<file path="src/hw/rtl/ospq_pkg.sv">
// Package for the one-sided quadratic penalty block: widths, register indexes,
// quantity codes and the controller-to-datapath command and status types.
// No dependencies.
package ospq_pkg;

  localparam int unsigned DefMaxItems = 65536;
  localparam int unsigned DefFracBits = 8;

  localparam int unsigned SampleW = 16;
  localparam int unsigned ValueW  = 48;
  localparam int unsigned CountW  = 17;
  localparam int unsigned SumW    = 64;
  localparam int unsigned TermW   = 33;
  localparam int unsigned FactorW = 17;
  localparam int unsigned HalfW   = 32;
  localparam int unsigned PpW     = HalfW + FactorW;
  localparam int unsigned ProdW   = SumW + FactorW;
  localparam int unsigned CfgIdxW = 2;
  localparam int unsigned InDataW = 3 * SampleW;
  localparam int unsigned OutDataW = ((ValueW + CountW + 7) / 8) * 8;

  // register indexes on the configuration port
  localparam logic [CfgIdxW-1:0] RegThreshold = 2'd0;
  localparam logic [CfgIdxW-1:0] RegWeight    = 2'd1;
  localparam logic [CfgIdxW-1:0] RegLimitSide = 2'd2;
  localparam logic [CfgIdxW-1:0] RegQuantity  = 2'd3;

  localparam logic [1:0] QtyCost = 2'd0;
  localparam logic [1:0] QtyGrad = 2'd1;

  localparam logic [SampleW-1:0] WeightReset = 16'd256;

  typedef struct packed {
    logic capture;     // take the accepted beat's term
    logic accumulate;  // add the held term into the sum
    logic absval;      // split the sum into sign and magnitude
    logic mul_lo;      // low partial product of the scaling
    logic mul_hi;      // high partial product
    logic scale;       // combine, rescale, load the divider
    logic div_step;    // one quotient bit
    logic finish;      // load the output register, clear the set
  } cmd_t;

  typedef struct packed {
    logic last;        // held term closes the set
    logic div_last;    // final quotient bit in this cycle
    logic out_free;    // output register can take a result
  } status_t;

endpackage

</file>
<file path="src/hw/rtl/ospq_ctrl.sv">
// Sequencer of the penalty block: accepts beats, then runs scaling,
// division and result hand-off. Depends on ospq_pkg.
module ospq_ctrl (
  input  logic             clk_i,
  input  logic             rst_ni,
  input  logic             in_valid_i,
  output logic             in_ready_o,
  input  ospq_pkg::status_t status_i,
  output ospq_pkg::cmd_t   cmd_o
);

  typedef enum logic [7:0] {
    S_IDLE   = 8'b0000_0001,
    S_ACC    = 8'b0000_0010,
    S_ABS    = 8'b0000_0100,
    S_MUL_LO = 8'b0000_1000,
    S_MUL_HI = 8'b0001_0000,
    S_SCALE  = 8'b0010_0000,
    S_DIV    = 8'b0100_0000,
    S_FIN    = 8'b1000_0000
  } state_e;

  state_e state_q, state_d;
  logic   accept;

  // a new beat may overlap the accumulation of the previous one
  assign in_ready_o = (state_q == S_IDLE) || ((state_q == S_ACC) && !status_i.last);
  assign accept     = in_valid_i && in_ready_o;

  always_comb begin
    state_d = state_q;
    cmd_o   = '0;
    cmd_o.capture = accept;
    unique case (state_q)
      S_IDLE: begin
        if (accept) state_d = S_ACC;
      end
      S_ACC: begin
        cmd_o.accumulate = 1'b1;
        if (status_i.last) state_d = S_ABS;
        else if (accept)   state_d = S_ACC;
        else               state_d = S_IDLE;
      end
      S_ABS: begin
        cmd_o.absval = 1'b1;
        state_d = S_MUL_LO;
      end
      S_MUL_LO: begin
        cmd_o.mul_lo = 1'b1;
        state_d = S_MUL_HI;
      end
      S_MUL_HI: begin
        cmd_o.mul_hi = 1'b1;
        state_d = S_SCALE;
      end
      S_SCALE: begin
        cmd_o.scale = 1'b1;
        state_d = S_DIV;
      end
      S_DIV: begin
        cmd_o.div_step = 1'b1;
        if (status_i.div_last) state_d = S_FIN;
      end
      S_FIN: begin
        if (status_i.out_free) begin
          cmd_o.finish = 1'b1;
          state_d = S_IDLE;
        end
      end
      default: state_d = S_IDLE;
    endcase
  end

  always_ff @(posedge clk_i or negedge rst_ni) begin
    if (!rst_ni) begin
      state_q <= S_IDLE;
    end else begin
      state_q <= state_d;
    end
  end

endmodule

</file>
<file path="src/hw/rtl/ospq_dp.sv">
// Datapath of the penalty block: configuration registers, per-beat term,
// running sum, split scaling multiply, restoring divider, output register.
// Depends on ospq_pkg.
module ospq_dp #(
  parameter int unsigned MAX_ITEMS = ospq_pkg::DefMaxItems,
  parameter int unsigned FRAC_BITS = ospq_pkg::DefFracBits
) (
  input  logic                                clk_i,
  input  logic                                rst_ni,
  input  logic                                cfg_we_i,
  input  logic [ospq_pkg::CfgIdxW-1:0]        cfg_index_i,
  input  logic [ospq_pkg::SampleW-1:0]        cfg_wdata_i,
  input  logic [ospq_pkg::SampleW-1:0]        dose_i,
  input  logic [ospq_pkg::SampleW-1:0]        coeff_one_i,
  input  logic [ospq_pkg::SampleW-1:0]        coeff_two_i,
  input  logic                                last_i,
  input  ospq_pkg::cmd_t                      cmd_i,
  output ospq_pkg::status_t                   status_o,
  output logic                                out_valid_o,
  input  logic                                out_ready_i,
  output logic signed [ospq_pkg::ValueW-1:0]  value_o,
  output logic                                saturated_o,
  output logic [ospq_pkg::CountW-1:0]         item_count_o
);

  localparam int unsigned CntW  = $clog2(MAX_ITEMS + 1);
  localparam int          Shift = 3 * int'(FRAC_BITS) - 16;
  localparam int unsigned LSh   = (Shift < 0) ? -Shift : 0;
  localparam int unsigned RSh   = (Shift > 0) ? Shift : 0;
  localparam int unsigned DivW  = ospq_pkg::ProdW + LSh;
  localparam int unsigned DcW   = $clog2(DivW);
  localparam int unsigned SW    = ospq_pkg::SampleW;
  localparam int unsigned VW    = ospq_pkg::ValueW;

  localparam logic [DivW-1:0] PosLimit = DivW'({1'b0, {(VW-1){1'b1}}});
  localparam logic [DivW-1:0] NegLimit = DivW'({1'b1, {(VW-1){1'b0}}});

  // configuration
  logic [SW-1:0] threshold_q, weight_q;
  logic          side_q;
  logic [1:0]    quantity_q;

  always_ff @(posedge clk_i or negedge rst_ni) begin
    if (!rst_ni) begin
      threshold_q <= '0;
      weight_q    <= ospq_pkg::WeightReset;
      side_q      <= 1'b0;
      quantity_q  <= ospq_pkg::QtyCost;
    end else if (cfg_we_i) begin
      unique case (cfg_index_i)
        ospq_pkg::RegThreshold: threshold_q <= cfg_wdata_i;
        ospq_pkg::RegWeight:    weight_q    <= cfg_wdata_i;
        ospq_pkg::RegLimitSide: side_q      <= cfg_wdata_i[0];
        ospq_pkg::RegQuantity:  quantity_q  <= cfg_wdata_i[1:0];
        default: ;
      endcase
    end
  end

  // per-beat term
  logic                            below, above, active, negate;
  logic [SW-1:0]                   diff, op_a, op_b;
  logic [2*SW-1:0]                 prod16;
  logic signed [ospq_pkg::TermW-1:0] term_d;
  logic signed [ospq_pkg::TermW-1:0] term_q;
  logic                            last_q;

  always_comb begin
    below  = dose_i < threshold_q;
    above  = dose_i > threshold_q;
    diff   = below ? (threshold_q - dose_i) : (dose_i - threshold_q);
    negate = 1'b0;
    unique case (quantity_q)
      ospq_pkg::QtyCost: begin
        op_a = diff; op_b = diff;
        active = side_q ? above : below;
      end
      ospq_pkg::QtyGrad: begin
        op_a = diff; op_b = coeff_one_i;
        active = side_q ? above : below;
        negate = !side_q;
      end
      default: begin
        // Hessian term, inclusive comparison
        op_a = coeff_one_i; op_b = coeff_two_i;
        active = side_q ? !below : !above;
      end
    endcase
    prod16 = op_a * op_b;
    if (!active)     term_d = '0;
    else if (negate) term_d = -$signed({1'b0, prod16});
    else             term_d = $signed({1'b0, prod16});
  end

  // running sum and count
  logic [ospq_pkg::SumW-1:0] sum_q;
  logic [CntW-1:0]           count_q;

  always_ff @(posedge clk_i or negedge rst_ni) begin
    if (!rst_ni) begin
      last_q  <= 1'b0;
      sum_q   <= '0;
      count_q <= '0;
    end else begin
      if (cmd_i.capture) last_q <= last_i;
      if (cmd_i.finish) begin
        sum_q   <= '0;
        count_q <= '0;
      end else if (cmd_i.accumulate && (count_q < CntW'(MAX_ITEMS))) begin
        sum_q   <= sum_q + ospq_pkg::SumW'(term_q);
        count_q <= count_q + 1'b1;
      end
    end
  end

  always_ff @(posedge clk_i) begin
    if (cmd_i.capture) term_q <= term_d;
  end

  // scaling: magnitude times weight (doubled for gradient and Hessian)
  logic                         neg_q;
  logic [ospq_pkg::SumW-1:0]    mag_q;
  logic [ospq_pkg::FactorW-1:0] factor;
  logic [ospq_pkg::HalfW-1:0]   half;
  logic [ospq_pkg::PpW-1:0]     pp, pp0_q, pp1_q;
  logic [ospq_pkg::ProdW-1:0]   prod;

  assign factor = (quantity_q == ospq_pkg::QtyCost) ? {1'b0, weight_q} : {weight_q, 1'b0};
  assign half   = cmd_i.mul_hi ? mag_q[ospq_pkg::SumW-1:ospq_pkg::HalfW]
                               : mag_q[ospq_pkg::HalfW-1:0];
  assign pp     = half * factor;
  assign prod   = (ospq_pkg::ProdW'(pp1_q) << ospq_pkg::HalfW) + ospq_pkg::ProdW'(pp0_q);

  always_ff @(posedge clk_i) begin
    if (cmd_i.absval) begin
      neg_q <= sum_q[ospq_pkg::SumW-1];
      mag_q <= sum_q[ospq_pkg::SumW-1] ? (~sum_q + 1'b1) : sum_q;
    end
    if (cmd_i.mul_lo) pp0_q <= pp;
    if (cmd_i.mul_hi) pp1_q <= pp;
  end

  // restoring division by the item count, one quotient bit a cycle
  logic [DivW-1:0] quo_q;
  logic [CntW-1:0] rem_q;
  logic [DcW-1:0]  div_cnt_q;
  logic [CntW:0]   trial;
  logic            fits;

  assign trial = {rem_q, quo_q[DivW-1]};
  assign fits  = trial >= {1'b0, count_q};

  always_ff @(posedge clk_i) begin
    if (cmd_i.scale) begin
      quo_q     <= (DivW'(prod) << LSh) >> RSh;
      rem_q     <= '0;
      div_cnt_q <= '0;
    end else if (cmd_i.div_step) begin
      quo_q     <= {quo_q[DivW-2:0], fits};
      rem_q     <= fits ? CntW'(trial - {1'b0, count_q}) : trial[CntW-1:0];
      div_cnt_q <= div_cnt_q + 1'b1;
    end
  end

  // clamp and output register
  logic                 sat;
  logic [VW-1:0]        clamp_mag;
  logic                 out_valid_q;
  logic [VW-1:0]        value_q;
  logic                 sat_q;
  logic [ospq_pkg::CountW-1:0] count_out_q;

  always_comb begin
    if (neg_q) begin
      sat       = quo_q > NegLimit;
      clamp_mag = sat ? NegLimit[VW-1:0] : quo_q[VW-1:0];
    end else begin
      sat       = quo_q > PosLimit;
      clamp_mag = sat ? PosLimit[VW-1:0] : quo_q[VW-1:0];
    end
  end

  always_ff @(posedge clk_i or negedge rst_ni) begin
    if (!rst_ni) begin
      out_valid_q <= 1'b0;
    end else if (cmd_i.finish) begin
      out_valid_q <= 1'b1;
    end else if (out_ready_i) begin
      out_valid_q <= 1'b0;
    end
  end

  always_ff @(posedge clk_i) begin
    if (cmd_i.finish) begin
      value_q     <= neg_q ? (~clamp_mag + 1'b1) : clamp_mag;
      sat_q       <= sat;
      count_out_q <= ospq_pkg::CountW'(count_q);
    end
  end

  assign status_o.last     = last_q;
  assign status_o.div_last = div_cnt_q == DcW'(DivW - 1);
  assign status_o.out_free = !out_valid_q || out_ready_i;

  assign out_valid_o  = out_valid_q;
  assign value_o      = $signed(value_q);
  assign saturated_o  = sat_q;
  assign item_count_o = count_out_q;

endmodule

</file>
<file path="src/hw/rtl/one_sided_quadratic_penalty.sv">
// Top level of the one-sided quadratic penalty accumulator.
// Depends on ospq_pkg, ospq_ctrl and ospq_dp.
//
// Input stream: one beat per voxel; tdata carries dose, coeff_one and
// coeff_two (Q8.8), tlast closes the data set. Beats of a set are taken one
// per cycle: the term of a beat is formed on acceptance and added to the
// 64-bit sum in the next cycle while the next beat is taken.
// Configuration: cfg_we_i writes threshold, weight, limit_side or quantity
// by index; write only while the block is idle.
// After the beat marked last the block scales the sum by the weight
// (two 32x17 partial products), rescales it and divides it by the item count
// with a restoring divider giving one quotient bit a cycle. No beats are taken
// until the result has been loaded into the output register.
// Output stream: one beat per set; tdata holds value (signed Q32.16) and
// item_count, tuser flags saturation. The result waits in an output register,
// so the next set streams in while it is not yet taken; a set only stalls in
// its final step if the previous result is still held.
// Reset clears the sum, count, sequencer and output valid, and sets the
// registers to threshold 0, weight 1.0, lower limit, cost.
module one_sided_quadratic_penalty #(
  parameter int unsigned MAX_ITEMS = ospq_pkg::DefMaxItems,
  parameter int unsigned FRAC_BITS = ospq_pkg::DefFracBits
) (
  input  logic                                 clk_i,
  input  logic                                 rst_ni,
  input  logic                                 cfg_we_i,
  input  logic [ospq_pkg::CfgIdxW-1:0]         cfg_index_i,
  input  logic [ospq_pkg::SampleW-1:0]         cfg_wdata_i,
  input  logic                                 s_axis_tvalid,
  output logic                                 s_axis_tready,
  // dose [15:0], coeff_one [31:16], coeff_two [47:32]
  input  logic [ospq_pkg::InDataW-1:0]         s_axis_tdata,
  input  logic                                 s_axis_tlast,
  output logic                                 m_axis_tvalid,
  input  logic                                 m_axis_tready,
  // value [47:0], item_count [64:48], zero fill [71:65]
  output logic [ospq_pkg::OutDataW-1:0]        m_axis_tdata,
  // saturated [0]
  output logic                                 m_axis_tuser
);

  localparam int unsigned SW = ospq_pkg::SampleW;

  ospq_pkg::cmd_t    cmd;
  ospq_pkg::status_t status;

  logic signed [ospq_pkg::ValueW-1:0] value;
  logic [ospq_pkg::CountW-1:0]        item_count;

  ospq_ctrl u_ctrl (
    .clk_i      (clk_i),
    .rst_ni     (rst_ni),
    .in_valid_i (s_axis_tvalid),
    .in_ready_o (s_axis_tready),
    .status_i   (status),
    .cmd_o      (cmd)
  );

  ospq_dp #(
    .MAX_ITEMS (MAX_ITEMS),
    .FRAC_BITS (FRAC_BITS)
  ) u_dp (
    .clk_i        (clk_i),
    .rst_ni       (rst_ni),
    .cfg_we_i     (cfg_we_i),
    .cfg_index_i  (cfg_index_i),
    .cfg_wdata_i  (cfg_wdata_i),
    .dose_i       (s_axis_tdata[SW-1:0]),
    .coeff_one_i  (s_axis_tdata[2*SW-1:SW]),
    .coeff_two_i  (s_axis_tdata[3*SW-1:2*SW]),
    .last_i       (s_axis_tlast),
    .cmd_i        (cmd),
    .status_o     (status),
    .out_valid_o  (m_axis_tvalid),
    .out_ready_i  (m_axis_tready),
    .value_o      (value),
    .saturated_o  (m_axis_tuser),
    .item_count_o (item_count)
  );

  assign m_axis_tdata = ospq_pkg::OutDataW'({item_count, value});

endmodule

</file>
<file path="config.mk">
export PLATFORM = sky130hd
export DESIGN_NAME = one_sided_quadratic_penalty
export DESIGN_NICKNAME = d
export VERILOG_FILES = /design/src/hw/rtl/ospq_pkg.sv /design/src/hw/rtl/ospq_ctrl.sv /design/src/hw/rtl/ospq_dp.sv /design/src/hw/rtl/one_sided_quadratic_penalty.sv
export SDC_FILE = /design/constraint.sdc
export NUM_CORES = 2
export LEC_CHECK = 0
export BUFFER_PORTS_ARGS = -buffer_cell sky130_fd_sc_hd__clkbuf_2
export CAP_MARGIN = 20
export CORE_MARGIN = 1
export CORE_UTILIZATION = 60
export CTS_BUF_LIST = sky130_fd_sc_hd__clkbuf_4 sky130_fd_sc_hd__clkbuf_8
export CTS_CLUSTER_DIAMETER = 40
export DETAILED_ROUTE_END_ITERATION = 8
export PLACE_DENSITY = 0.8
export SYNTH_ARGS = -nofsm -noshare
export SYNTH_HDL_FRONTEND = slang
export SYNTH_SLANG_ARGS = --single-unit
</file>
<file path="constraint.sdc">
create_clock -name clk_i -period 9.45 [get_ports clk_i]
set_input_delay 1.4175 -clock clk_i [delete_from_list [all_inputs] [get_ports clk_i]]
set_output_delay 1.4175 -clock clk_i [all_outputs]
set_load 0.1 [all_outputs]
</file>
==> flow_summary.ini <==
[outcome]
violations = negative setup slack
status = finished, violations left

[sta]
finalCriticalPeriod_ns = 9.732
rsz0062_at_grt = true
fmax_mhz = 102.8
tightest_slew_ns = 1.034
setup_viol = 10
slew_headroom_pct = 31.09
final-hold-violation-count = 0
slew_violations = 0
period_share_pct = 103.0
skew_ns = 0.09707
final.setup.tns_ns = -1.541
setup_slack_ns = -0.2822

[global_route]
grt_pass1_wl_mm = 262.6
grt_max_degree = 90
antenna_found_initial = 7
grt_pass1_vias = 48600
gr-usage-all-layers_pct = 35.87
overflow = 0

[routing]
post-route-drc-count = 0
ant_nets = 0
vias = 48430
wirelength_mm = 169.2
drt_iter0_drc = 4327
via_per_inst = 6.097
wl_per_cell_um = 21.30
drtPass1Iterations = 8

[floorplan]
die_h_um = 307.1
fp.dieArea_sq_mm = 0.09428
rows = 111
core_sq_mm = 0.09194
initial_core_util_pct = 60.73
die_x_um = 307.1
io_pins = 147

[logic_synthesis]
ys_seq_area_share_pct = 24.39
async_flop_share_pct = 25.98
synth-main-ff-cell = edfxtp_1
netlist_instances = 6221
ys_warn_count = 0
syn-cell-area_sq_mm = 0.05583
synth_area_leaders = fa_1, edfxtp_1, ha_1, nand2_1, inv_1
avgSynthCellArea_sq_um = 8.975
netlist.area_leader.share_pct = 23.23
synth_seq_cells = 485
synth_edf_count = 327
synthDistinctLibCells = 95
yosys.area.top_type = fa_1

[cells_and_area]
postLayoutCoreUtil_pct = 69.79
drive_above_1_share_pct = 15.96
nFillCells = 7146
areaGrowthSynthToFinish_pct = 14.92
final_net_count = 7707

[critical_path]
cp-end-kind = register
crit_path_start_kind = primary input
critPathMaxStageDelay_ns = 0.60
cp_max_fo = 6
crit_top_cell = fa_1
worstPathArrival_ns = 10.22
cpMaxStageDelayCell = fa_2
ff2ff_setup_slack_ns = 0.05
critical_path_class = primary input to register
required_ns = 9.94

[placement]
routabilityCongestion = 0.9746
hpwl_mm = 133.2
portBuffers = 139

[clock_tree]
holdBufCountCts = 0
clk_latency_ns = 0.79
numCtsBuffers = 84
clk_pin_slew_worst_paths_ns = 0.07
h-tree-depth = 3
clk_path_buf_depth = 3
cts_tree = done
clockRootBuffer = clkbuf_8
cts.sinks = 485

[job]
maxCapViolCount = 0

[worst_hold_path]
hold_class = register to register
flip-flops by register name, indices dropped and copies added (netlist names), 2 cells and up:
name and flops:
u_dp.threshold_q 16, u_ctrl.state_q 8, u_dp.item_count_o 17, u_dp.pp0_q 41, u_dp.pp1_q 49, u_dp.quantity_q 2
u_dp.weight_q 16, u_dp.quo_q 81, u_dp.count_q 17, u_dp.mag_q 64, u_dp.rem_q 17, u_dp.term_q 33
u_dp.sum_q 64, u_dp.value_o 48, u_dp.div_cnt_q 7
cells in the mapped netlist (27+ instances only):
cell,number
or3_1,39
xor2_1,78
a21o_1,146
mux2_2,38
nand2_1,995
nor2_1,415
fa_1,648
o21ai_0,322
nand4_1,52
a211oi_1,39
xnor2_1,165
o31ai_1,54
and2_1,60
a21oi_1,256
nand2b_1,55
and3_1,45
dfxtp_1,32
or4_1,27
nor2b_1,38
nor4_1,28
o21a_1,55
edfxtp_1,327
a31oi_1,66
ha_1,361
dfrtp_1,124
clkbuf_1,261
mux2i_1,64
nor3_1,75
nand3_1,78
inv_1,832
o211ai_1,38
worst paths after layout:
path                       cells past startpoint           startpoint                to
setup / recovery                              37      s_axis_tdata[0]   u_dp.term_q[31]
max in group asynchronous                      2               rst_ni  u_dp.count_q[14]
hold reg to reg                                1       u_dp.quo_q[72]    u_dp.quo_q[73]
setup reg to reg                              35  u_dp.threshold_q[0]   u_dp.term_q[31]
min in group asynchronous                      1               rst_ni    u_dp.sum_q[56]
hold / removal                                 1       u_dp.quo_q[72]    u_dp.quo_q[73]
cell type report:
class,count,area (sq um),area share (%)
Antenna cell,3,7.507,0.01170
Clock buffer,107,1360,2.120
Clock inverter,50,621.8,0.9692
Inverter,832,3131,4.879
Multi-Input combinational cell,4613,39390,61.39
Sequential cell,485,13620,21.22
Tap cell,1243,1555,2.424
Timing Repair Buffer,610,4482,6.985
critical path: cells and delay by family:
kind                       cells  cell delay [ns]
AOI/OAI and AO/OA             13             2.77
adders and majority gates      9             3.84
buffers and inverters          8             0.72
muxes                          1             0.36
and+or+nand+nor                6             1.13
cells in the final DEF, fill, tap and decap left out, types with 25 or more instances in the layout:
cell,count
a211oi_1,33
a21o_1,143
a21oi_1,239
a31oi_1,65
and2_1,59
and3_1,42
buf_4,437
clkbuf_2,136
clkbuf_8,90
dfrtp_1,123
dfxtp_1,32
edfxtp_1,327
fa_1,627
ha_1,345
inv_1,813
mux2_2,28
mux2i_1,55
nand2_1,987
nand2b_1,53
nand3_1,75
nand4_1,52
nor2_1,404
nor2b_1,32
nor3_1,65
o211ai_1,38
o21a_1,52
o21ai_0,295
o31a_1,25
o31ai_1,49
or3_1,37
or4_1,27
xnor2_1,157
xor2_1,74
layer usage:
layer / part of all wire (%) / track usage [%] / up-vias / routed length, um
met3: 8.5 / 5.713 / 544 / 14430
met4: 5.9 / 19.21 / 4 / 9983
met2: 48 / 59.48 / 2365 / 80590
met5: 0.016 / 0 / - / 27
met1: 38 / 45.19 / 23860 / 64130
li1: - / - / 21660 / -
stage by stage:
step / cell area (sq um) / std cells / hold WS [ns] / setup slack (ns)
2_1_floorplan: 56370 / 6227 / 0.4249 / -0.4773
3_3_place_gp: 60790 / 7739 / 0.4323 / -1.404
3_5_place_dp: 60790 / 7739 / 0.4423 / -1.391
4_1_cts: 63210 / 7912 / 0.4591 / -0.1640
5_1_grt: 64160 / 7943 / 0.4853 / -0.4914
6_report: 64160 / 7943 / 0.4472 / -0.2822
timing repair:
item | 4_1_cts | 5_1_grt
pin swaps | 44 | 85
setup endpoints to repair | 16 | 27
endpoints found under the hold margin | 0 | 0
gates cloned | 0 | 1
resized for setup | 65 | 173
buffers inserted | 17 | 26
cell families after synthesis:
logic type	share of synthesized area, %
other cells	0.006716
fa+ha+maj	31.32
xor+xnor	3.812
mux	1.914
flops	24.39
buf+inv	7.671
simple gates	16.33
compound gates	14.55
Power is not shown: default switching activity piles up to over one toggle a cycle in this logic, so the estimate is an artifact.
